`src/bse_pkg.sv`:
```
// shared constants, types and state codes for the bubble sort engine
package bse_pkg;

   localparam int MAX_ITEMS = 32;
   localparam int ADDR_W    = (MAX_ITEMS > 1) ? $clog2(MAX_ITEMS) : 1;
   localparam int CNT_W     = $clog2(MAX_ITEMS + 1);
   localparam int DATA_W    = 32;

   typedef logic signed [DATA_W-1:0] word_type;

   typedef enum logic [2:0] {
      ST_COLLECT,
      ST_PASS_START,
      ST_PASS_LOAD,
      ST_PASS_RUN,
      ST_PASS_END,
      ST_EMIT_ADDR,
      ST_EMIT_LOAD
   } state_type;

   // result of one compare-and-swap step
   typedef struct packed {
      logic     gt;
      word_type low_word;
      word_type high_word;
   } cmp_type;

endpackage

```
`src/bse_cmp_swap.sv`:
```
// shared compare-and-swap unit: orders the carried word against the word just read
module bse_cmp_swap (
   input  bse_pkg::word_type carry_word,
   input  bse_pkg::word_type read_word,
   output bse_pkg::cmp_type  result
);
   import bse_pkg::*;

   // strict signed greater-than, equal words keep their order
   always_comb begin
      result.gt = carry_word > read_word;
      if (result.gt) begin
         result.low_word  = read_word;
         result.high_word = carry_word;
      end else begin
         result.low_word  = carry_word;
         result.high_word = read_word;
      end
   end

endmodule

```
`src/bubble_sort_engine_top.sv`:
```
// bubble sort engine: collects a set of words, sorts them in place, streams them out
// collect: one word per cycle; the last word starts the sort (words past capacity dropped)
// sort: each pass over limit words goes through one comparator, one store read port and
//   one store write port; at most n-1 passes, fewer once a pass makes no swap
// emit: each word is read from the store, then loaded into the result register once free
// reset clears the sequencer, counts, flags and result valid; store contents are not cleared
module bubble_sort_engine_top (
   input  logic                     clock,
   input  logic                     reset,
   input  logic                     req_valid,
   output logic                     req_stall,
   input  logic signed [31:0]       req_item_value,
   input  logic                     req_item_last,
   output logic                     rsp_valid,
   input  logic                     rsp_stall,
   output logic signed [31:0]       rsp_sorted_value,
   output logic                     rsp_sorted_last,
   output logic                     rsp_overflow
);
   import bse_pkg::*;

   state_type            state_ff, state_in;
   logic [CNT_W-1:0]     count_ff, count_in;
   logic [CNT_W-1:0]     limit_ff, limit_in;
   logic [CNT_W-1:0]     idx_ff, idx_in;
   logic                 dropped_ff, dropped_in;
   logic                 swapped_ff, swapped_in;
   word_type             carry_ff, carry_in;

   logic                 rsp_valid_ff, rsp_valid_in;
   word_type             rsp_value_ff, rsp_value_in;
   logic                 rsp_last_ff, rsp_last_in;
   logic                 rsp_ovf_ff, rsp_ovf_in;

   word_type             store_mem [MAX_ITEMS];
   word_type             rd_ff;
   logic [ADDR_W-1:0]    rd_addr;
   logic [ADDR_W-1:0]    wr_addr;
   word_type             wr_data;
   logic                 wr_en;

   logic                 req_accept;
   logic                 store_full;
   logic [CNT_W-1:0]     count_next;
   logic [CNT_W-1:0]     idx_inc;
   logic [CNT_W-1:0]     lim_m1;
   logic                 out_free;
   cmp_type              cmp;

   assign req_accept = req_valid && !req_stall;
   assign store_full = (count_ff == CNT_W'(MAX_ITEMS));
   assign count_next = store_full ? count_ff : CNT_W'(count_ff + 1'b1);
   assign idx_inc    = CNT_W'(idx_ff + 1'b1);
   assign lim_m1     = CNT_W'(limit_ff - 1'b1);
   assign out_free   = !rsp_valid_ff || !rsp_stall;

   bse_cmp_swap u_cmp (
      .carry_word (carry_ff),
      .read_word  (rd_ff),
      .result     (cmp)
   );

   // next state
   always_comb begin
      state_in = state_ff;
      case (state_ff)
         ST_COLLECT: begin
            if (req_accept && req_item_last) begin
               state_in = (count_next < CNT_W'(2)) ? ST_EMIT_ADDR : ST_PASS_START;
            end
         end
         ST_PASS_START: state_in = ST_PASS_LOAD;
         ST_PASS_LOAD:  state_in = ST_PASS_RUN;
         ST_PASS_RUN: begin
            if (idx_inc == limit_ff) begin
               state_in = ST_PASS_END;
            end
         end
         ST_PASS_END: begin
            state_in = (swapped_ff && limit_ff > CNT_W'(2)) ? ST_PASS_START : ST_EMIT_ADDR;
         end
         ST_EMIT_ADDR: begin
            state_in = (idx_ff == count_ff) ? ST_COLLECT : ST_EMIT_LOAD;
         end
         ST_EMIT_LOAD: begin
            if (out_free) begin
               state_in = (idx_inc == count_ff) ? ST_COLLECT : ST_EMIT_ADDR;
            end
         end
         default: state_in = ST_COLLECT;
      endcase
   end

   // datapath and store port control
   always_comb begin
      count_in     = count_ff;
      limit_in     = limit_ff;
      idx_in       = idx_ff;
      dropped_in   = dropped_ff;
      swapped_in   = swapped_ff;
      carry_in     = carry_ff;
      rsp_valid_in = rsp_valid_ff && rsp_stall;
      rsp_value_in = rsp_value_ff;
      rsp_last_in  = rsp_last_ff;
      rsp_ovf_in   = rsp_ovf_ff;
      rd_addr      = idx_ff[ADDR_W-1:0];
      wr_addr      = count_ff[ADDR_W-1:0];
      wr_data      = req_item_value;
      wr_en        = 1'b0;
      req_stall    = 1'b1;
      case (state_ff)
         // store incoming words in arrival order
         ST_COLLECT: begin
            req_stall = 1'b0;
            if (req_accept) begin
               wr_en      = !store_full;
               count_in   = count_next;
               dropped_in = dropped_ff || store_full;
               if (req_item_last) begin
                  limit_in = count_next;
                  idx_in   = '0;
               end
            end
         end
         // fetch the first word of the pass
         ST_PASS_START: begin
            rd_addr    = '0;
            swapped_in = 1'b0;
         end
         // first word becomes the carry, fetch the second
         ST_PASS_LOAD: begin
            carry_in = rd_ff;
            rd_addr  = ADDR_W'(1);
            idx_in   = CNT_W'(1);
         end
         // write back the smaller word one slot down, carry the larger
         ST_PASS_RUN: begin
            wr_en      = 1'b1;
            wr_addr    = lim_m1[ADDR_W-1:0];
            wr_addr    = CNT_W'(idx_ff - 1'b1) < CNT_W'(MAX_ITEMS) ?
                         ADDR_W'(idx_ff - 1'b1) : '0;
            wr_data    = cmp.low_word;
            carry_in   = cmp.high_word;
            swapped_in = swapped_ff || cmp.gt;
            rd_addr    = idx_inc[ADDR_W-1:0];
            idx_in     = idx_inc;
         end
         // the largest word of the pass lands at its end
         ST_PASS_END: begin
            wr_en    = 1'b1;
            wr_addr  = lim_m1[ADDR_W-1:0];
            wr_data  = carry_ff;
            limit_in = lim_m1;
            idx_in   = '0;
         end
         // read the next sorted word
         ST_EMIT_ADDR: begin
            if (idx_ff == count_ff) begin
               count_in   = '0;
               dropped_in = 1'b0;
            end
         end
         // hand the word to the result register when it is free
         ST_EMIT_LOAD: begin
            if (out_free) begin
               rsp_valid_in = 1'b1;
               rsp_value_in = rd_ff;
               rsp_last_in  = (idx_inc == count_ff);
               rsp_ovf_in   = dropped_ff;
               idx_in       = idx_inc;
               if (idx_inc == count_ff) begin
                  count_in   = '0;
                  dropped_in = 1'b0;
               end
            end
         end
         default: begin
            req_stall = 1'b1;
         end
      endcase
   end

   // value store: one write and one registered read per cycle
   always_ff @(posedge clock) begin
      if (wr_en) begin
         store_mem[wr_addr] <= wr_data;
      end
      rd_ff <= store_mem[rd_addr];
   end

   // control registers
   always_ff @(posedge clock) begin
      if (reset) begin
         state_ff     <= ST_COLLECT;
         count_ff     <= '0;
         limit_ff     <= '0;
         idx_ff       <= '0;
         dropped_ff   <= 1'b0;
         swapped_ff   <= 1'b0;
         rsp_valid_ff <= 1'b0;
      end else begin
         state_ff     <= state_in;
         count_ff     <= count_in;
         limit_ff     <= limit_in;
         idx_ff       <= idx_in;
         dropped_ff   <= dropped_in;
         swapped_ff   <= swapped_in;
         rsp_valid_ff <= rsp_valid_in;
      end
   end

   // payload registers
   always_ff @(posedge clock) begin
      carry_ff     <= carry_in;
      rsp_value_ff <= rsp_value_in;
      rsp_last_ff  <= rsp_last_in;
      rsp_ovf_ff   <= rsp_ovf_in;
   end

   assign rsp_valid        = rsp_valid_ff;
   assign rsp_sorted_value = rsp_value_ff;
   assign rsp_sorted_last  = rsp_last_ff;
   assign rsp_overflow     = rsp_ovf_ff;

endmodule
```
`config.mk`:
```
export PLATFORM = sky130hd
export DESIGN_NAME = bubble_sort_engine_top
export DESIGN_NICKNAME = d
export VERILOG_FILES = /design/src/bse_pkg.sv /design/src/bse_cmp_swap.sv /design/src/bubble_sort_engine_top.sv
export SDC_FILE = /design/constraint.sdc
export NUM_CORES = 1
export LEC_CHECK = 0
export BUFFER_PORTS_ARGS = -buffer_cell sky130_fd_sc_hd__buf_2
export CAP_MARGIN = 20
export CORE_ASPECT_RATIO = 0.9
export CORE_MARGIN = 8
export CORE_UTILIZATION = 40
export CTS_CLUSTER_SIZE = 16
export DETAILED_ROUTE_END_ITERATION = 7
export GPL_ROUTABILITY_DRIVEN = 0
export HOLD_SLACK_MARGIN = 0.15
export PLACE_DENSITY = 0.65
export SLEW_MARGIN = 20
export SYNTH_ARGS = -nofsm -noshare
export SYNTH_HDL_FRONTEND = slang
export SYNTH_SLANG_ARGS = --single-unit
```
`constraint.sdc`:
```
create_clock -name clock -period 6.2 [get_ports clock]
set_input_delay 1.86 -clock clock [delete_from_list [all_inputs] [get_ports clock]]
set_output_delay 1.86 -clock clock [all_outputs]
set_load 0.01 [all_outputs]
```
==> results by group <==
Outcome
  • Status: finished, final reports clean

Critical path
  • CP Buf/Inv Count: 2
  • CP max-delay cell: o21ai_4
  • Crit path max fanout: 32
  • Delay-heaviest family, CP: simple AND/OR/NAND/NOR gates
  • Critical path type: reg2reg
  • Worst Reg-to-Reg Cells: 10
  • Crit path DAT: 4.97 ns
  • CP max stage delay: 0.82 ns
  • FF-to-FF setup slack: 1.58 ns
  • Critical path launch point type: flop
  • Crit. End Element: flop
  • Critical Path RT: 6.55 ns
  • R2r startpoint: rd_ff[11]
  • CP Cell Sequence: inv_1 -> ha_1 -> nand4_1 -> nor4_1 -> and4_1 -> a21oi_1 -> a22oi_2 -> buf_4 -> mux2i_1 -> o21ai_4
  • Reg2reg end: store_mem[28][12]
  • Critical path launch point: rd_ff[11]

Clock network
  • Post-CTS Setup Inserts: 0
  • CTS buffer count: 105
  • Hold buffers post-CTS: 0
  • CTS Root Buffer Type: clkbuf_16
  • # clock sinks: 1146
  • CTS resizes: 0
  • Clock transition at the registers of the reported paths: 0.07 ns
  • Clk_lat worst skew: 0.71 ns
  • CTS tree: done
  • CTS Buffer Depth: 3
  • H-tree levels: 3

GRT
  • Initial antenna violation count: 3
  • Vias in the first global route: 23.1k
  • Total grt overflow: 0
  • First-pass GRT wire length: 159000 um
  • Pin count of the biggest net entering global routing: 122
  • Tot GR Track Use: 16.8%

STA
  • Period utilization: 74.6%
  • Worst Tran Pin Value: 1.10 ns
  • Skew final: 0.0257 ns
  • Final setup TNS: 0 ns
  • Final setup violation count: 0
  • Final Hold Viols: 0
  • Relative slew slack: 26.2%
  • RSZ-0062 raised after global routing: false
  • F_max: 216 MHz
  • Pins Over Slew Limit: 0
  • Crit path time final: 4.62 ns

Floorplanning
  • Initial core utilization: 40.4%
  • I/O pin total: 73
  • Row count: 117
  • Core Area: 0.113 mm^2
  • Die Ht: 337 um
  • Die W: 373 um
  • Die area: 0.126 mm^2

Logic synthesis
  • Register area share after synthesis: 73.9%
  • Post-Synthesis Cell Area: 0.0458 mm^2
  • Share of the synthesized area in the top cell type: 71.5%
  • Top_reg_cell synth: edfxtp_1
  • Post-synth top cells: edfxtp_1 (1090), mux4_2 (248), mux2i_1 (137)
  • Mapped Nets: 2412
  • Mean Syn Cell Area: 19.6 um^2
  • Area leader, netlist: edfxtp_1
  • Async SR Flop Fraction: 0%
  • Count leader, synth: edfxtp_1
  • Post-synth EDFFs: 1090
  • Synth Warn #: 0
  • Synth top area cells: edfxtp_1 (71%), mux4_2 (12%), mux2i_1 (3.0%)
  • Seq cells post-synth: 1146
  • Yosys cell types: 74
  • Mapped Cells: 2337

Place
  • Port bufs: 72
  • DP Wirelength: 67900 um
  • Dpl cells: 3838
  • Area of placed instances: 0.0483 mm^2

Power
  • Leak Pwr: 16.3 nW
  • Peak VDD IR: 0.000313 V
  • PwrDens: 439 mW/mm^2

Final layout
  • Post-layout nets: 2534
  • Post-Layout Cell Count: 4034
  • Final core occ: 45.5%
  • FF/Latch Area: 0.0339 mm^2
  • Area Overhead vs Synth: 12.6%
  • Multi-input combinational cell area: 0.0114 mm^2
  • Fillers: 9399
  • Post-layout instance area: 0.0516 mm^2
  • Share of post-route cells with drive strength above 1: 24.7%

Drt
  • Final ANT Viol Nets: 0
  • DR vias/cell: 5.77
  • Final wirelength: 108000 um
  • Drc violations: 0
  • 1st-iter DRT viols: 2922
  • WL per Instance: 26.7 um
  • DR vias: 23.3k
  • Iteration count of the initial detailed-routing pass: 5

Worst hold path
  • Hold EP: rsp_overflow
  • Hold Startpoint: dropped_ff
  • Hold Path Class: reg2reg
  • Hold depth: 0

Flow run
  • Max Cap Viol: 0
-- area by class of cell --
type	instances	share of cell area, %
diodes	1	0.00485
well taps	1487	3.61
clock inverters	57	0.934
flip-flops and latches	1146	65.6
repair buffers	146	1.94
multi-input cells	1014	22.1
inverters	46	0.335
clock buffers	137	5.49
-- routing by layer --
metal | global-route usage [%] | part of all wire, % | vias to the layer above
li1 | - | - | 9824
met1 | 25.2 | 45 | 12300
met2 | 24.3 | 44 | 1013
met3 | 4.82 | 9.9 | 131
met4 | 3.52 | 1.7 | 0
met5 | 0 | 0 | -
-- cell usage in the layout (no fill, tap or decap), drive strengths merged, types with 25 or more instances in the layout --
| cell | count |
|---|---|
| edfxtp | 1090 |
| mux4 | 248 |
| buf | 146 |
| mux2i | 137 |
| clkbuf | 137 |
| nand2 | 115 |
| nor2 | 101 |
| dfxtp | 56 |
| o21ai | 53 |
| inv | 50 |
| clkinv | 44 |
| a22oi | 40 |
| a21oi | 40 |
| ha | 38 |
| a221oi | 36 |
| a32o | 31 |
| nor3 | 25 |
-- worst max-delay path by stage --
stage,endpoint,cells after the start
4_1_cts,store_mem[28][12],10
6_report,store_mem[28][12],10
3_3_place_gp,store_mem[14][15],7
5_1_grt,store_mem[31][12],10
3_5_place_dp,store_mem[14][16],7
2_1_floorplan,store_mem[16][0],5
-- registers in the layout (all words and copies together), names as in the netlist --
register / flops
rsp_sorted_last: 1
limit_ff: 6
dropped_ff: 1
rd_ff: 32
rsp_valid: 1
state_ff: 3
idx_ff: 6
rsp_overflow: 1
rsp_sorted_value: 32
carry_ff: 32
store_mem: 1024
count_ff: 6
swapped_ff: 1
-- stage by stage --
step	hold WS, ns	worst slack, ns	total power [mW]
3_5_place_dp	0.422	1.24	16.5
6_report	0.433	1.58	22.7
2_1_floorplan	0.399	1.04	14.5
4_1_cts	0.442	1.67	22.8
3_3_place_gp	0.419	1.19	16.3
5_1_grt	0.459	1.44	23.6
-- worst reg2reg max path: cells and delay by family (launching register included) --
| kind | cells | cell delay [ns] |
|---|---|---|
| mux | 1 | 0.18 |
| fa+ha+maj | 1 | 0.32 |
| simple gates | 3 | 1.56 |
| buf+inv | 2 | 0.47 |
| flops | 1 | 0.41 |
| compound gates | 3 | 1.29 |
-- cell families (layout without fill, tap and decap cells) --
logic type / Yosys count / after routing / synth area share [%]
compound gates: 239 / 239 / 3.91
xor+xnor: 27 / 27 / 0.516
fa+ha+maj: 38 / 38 / 1.04
buf+inv: 177 / 386 / 2.10
flops: 1146 / 1146 / 73.9
mux: 386 / 386 / 15.2
other cells: 0 / 1 / 0
simple gates: 324 / 324 / 3.31
-- where the power goes --
part           switching (mW)  internal [mW]
clock                    2.83           3.48
sequential              0.359           9.93
combinational            3.75           2.32
total                    6.94           15.7
No activity file was read; power rests on OpenSTA's default activity.
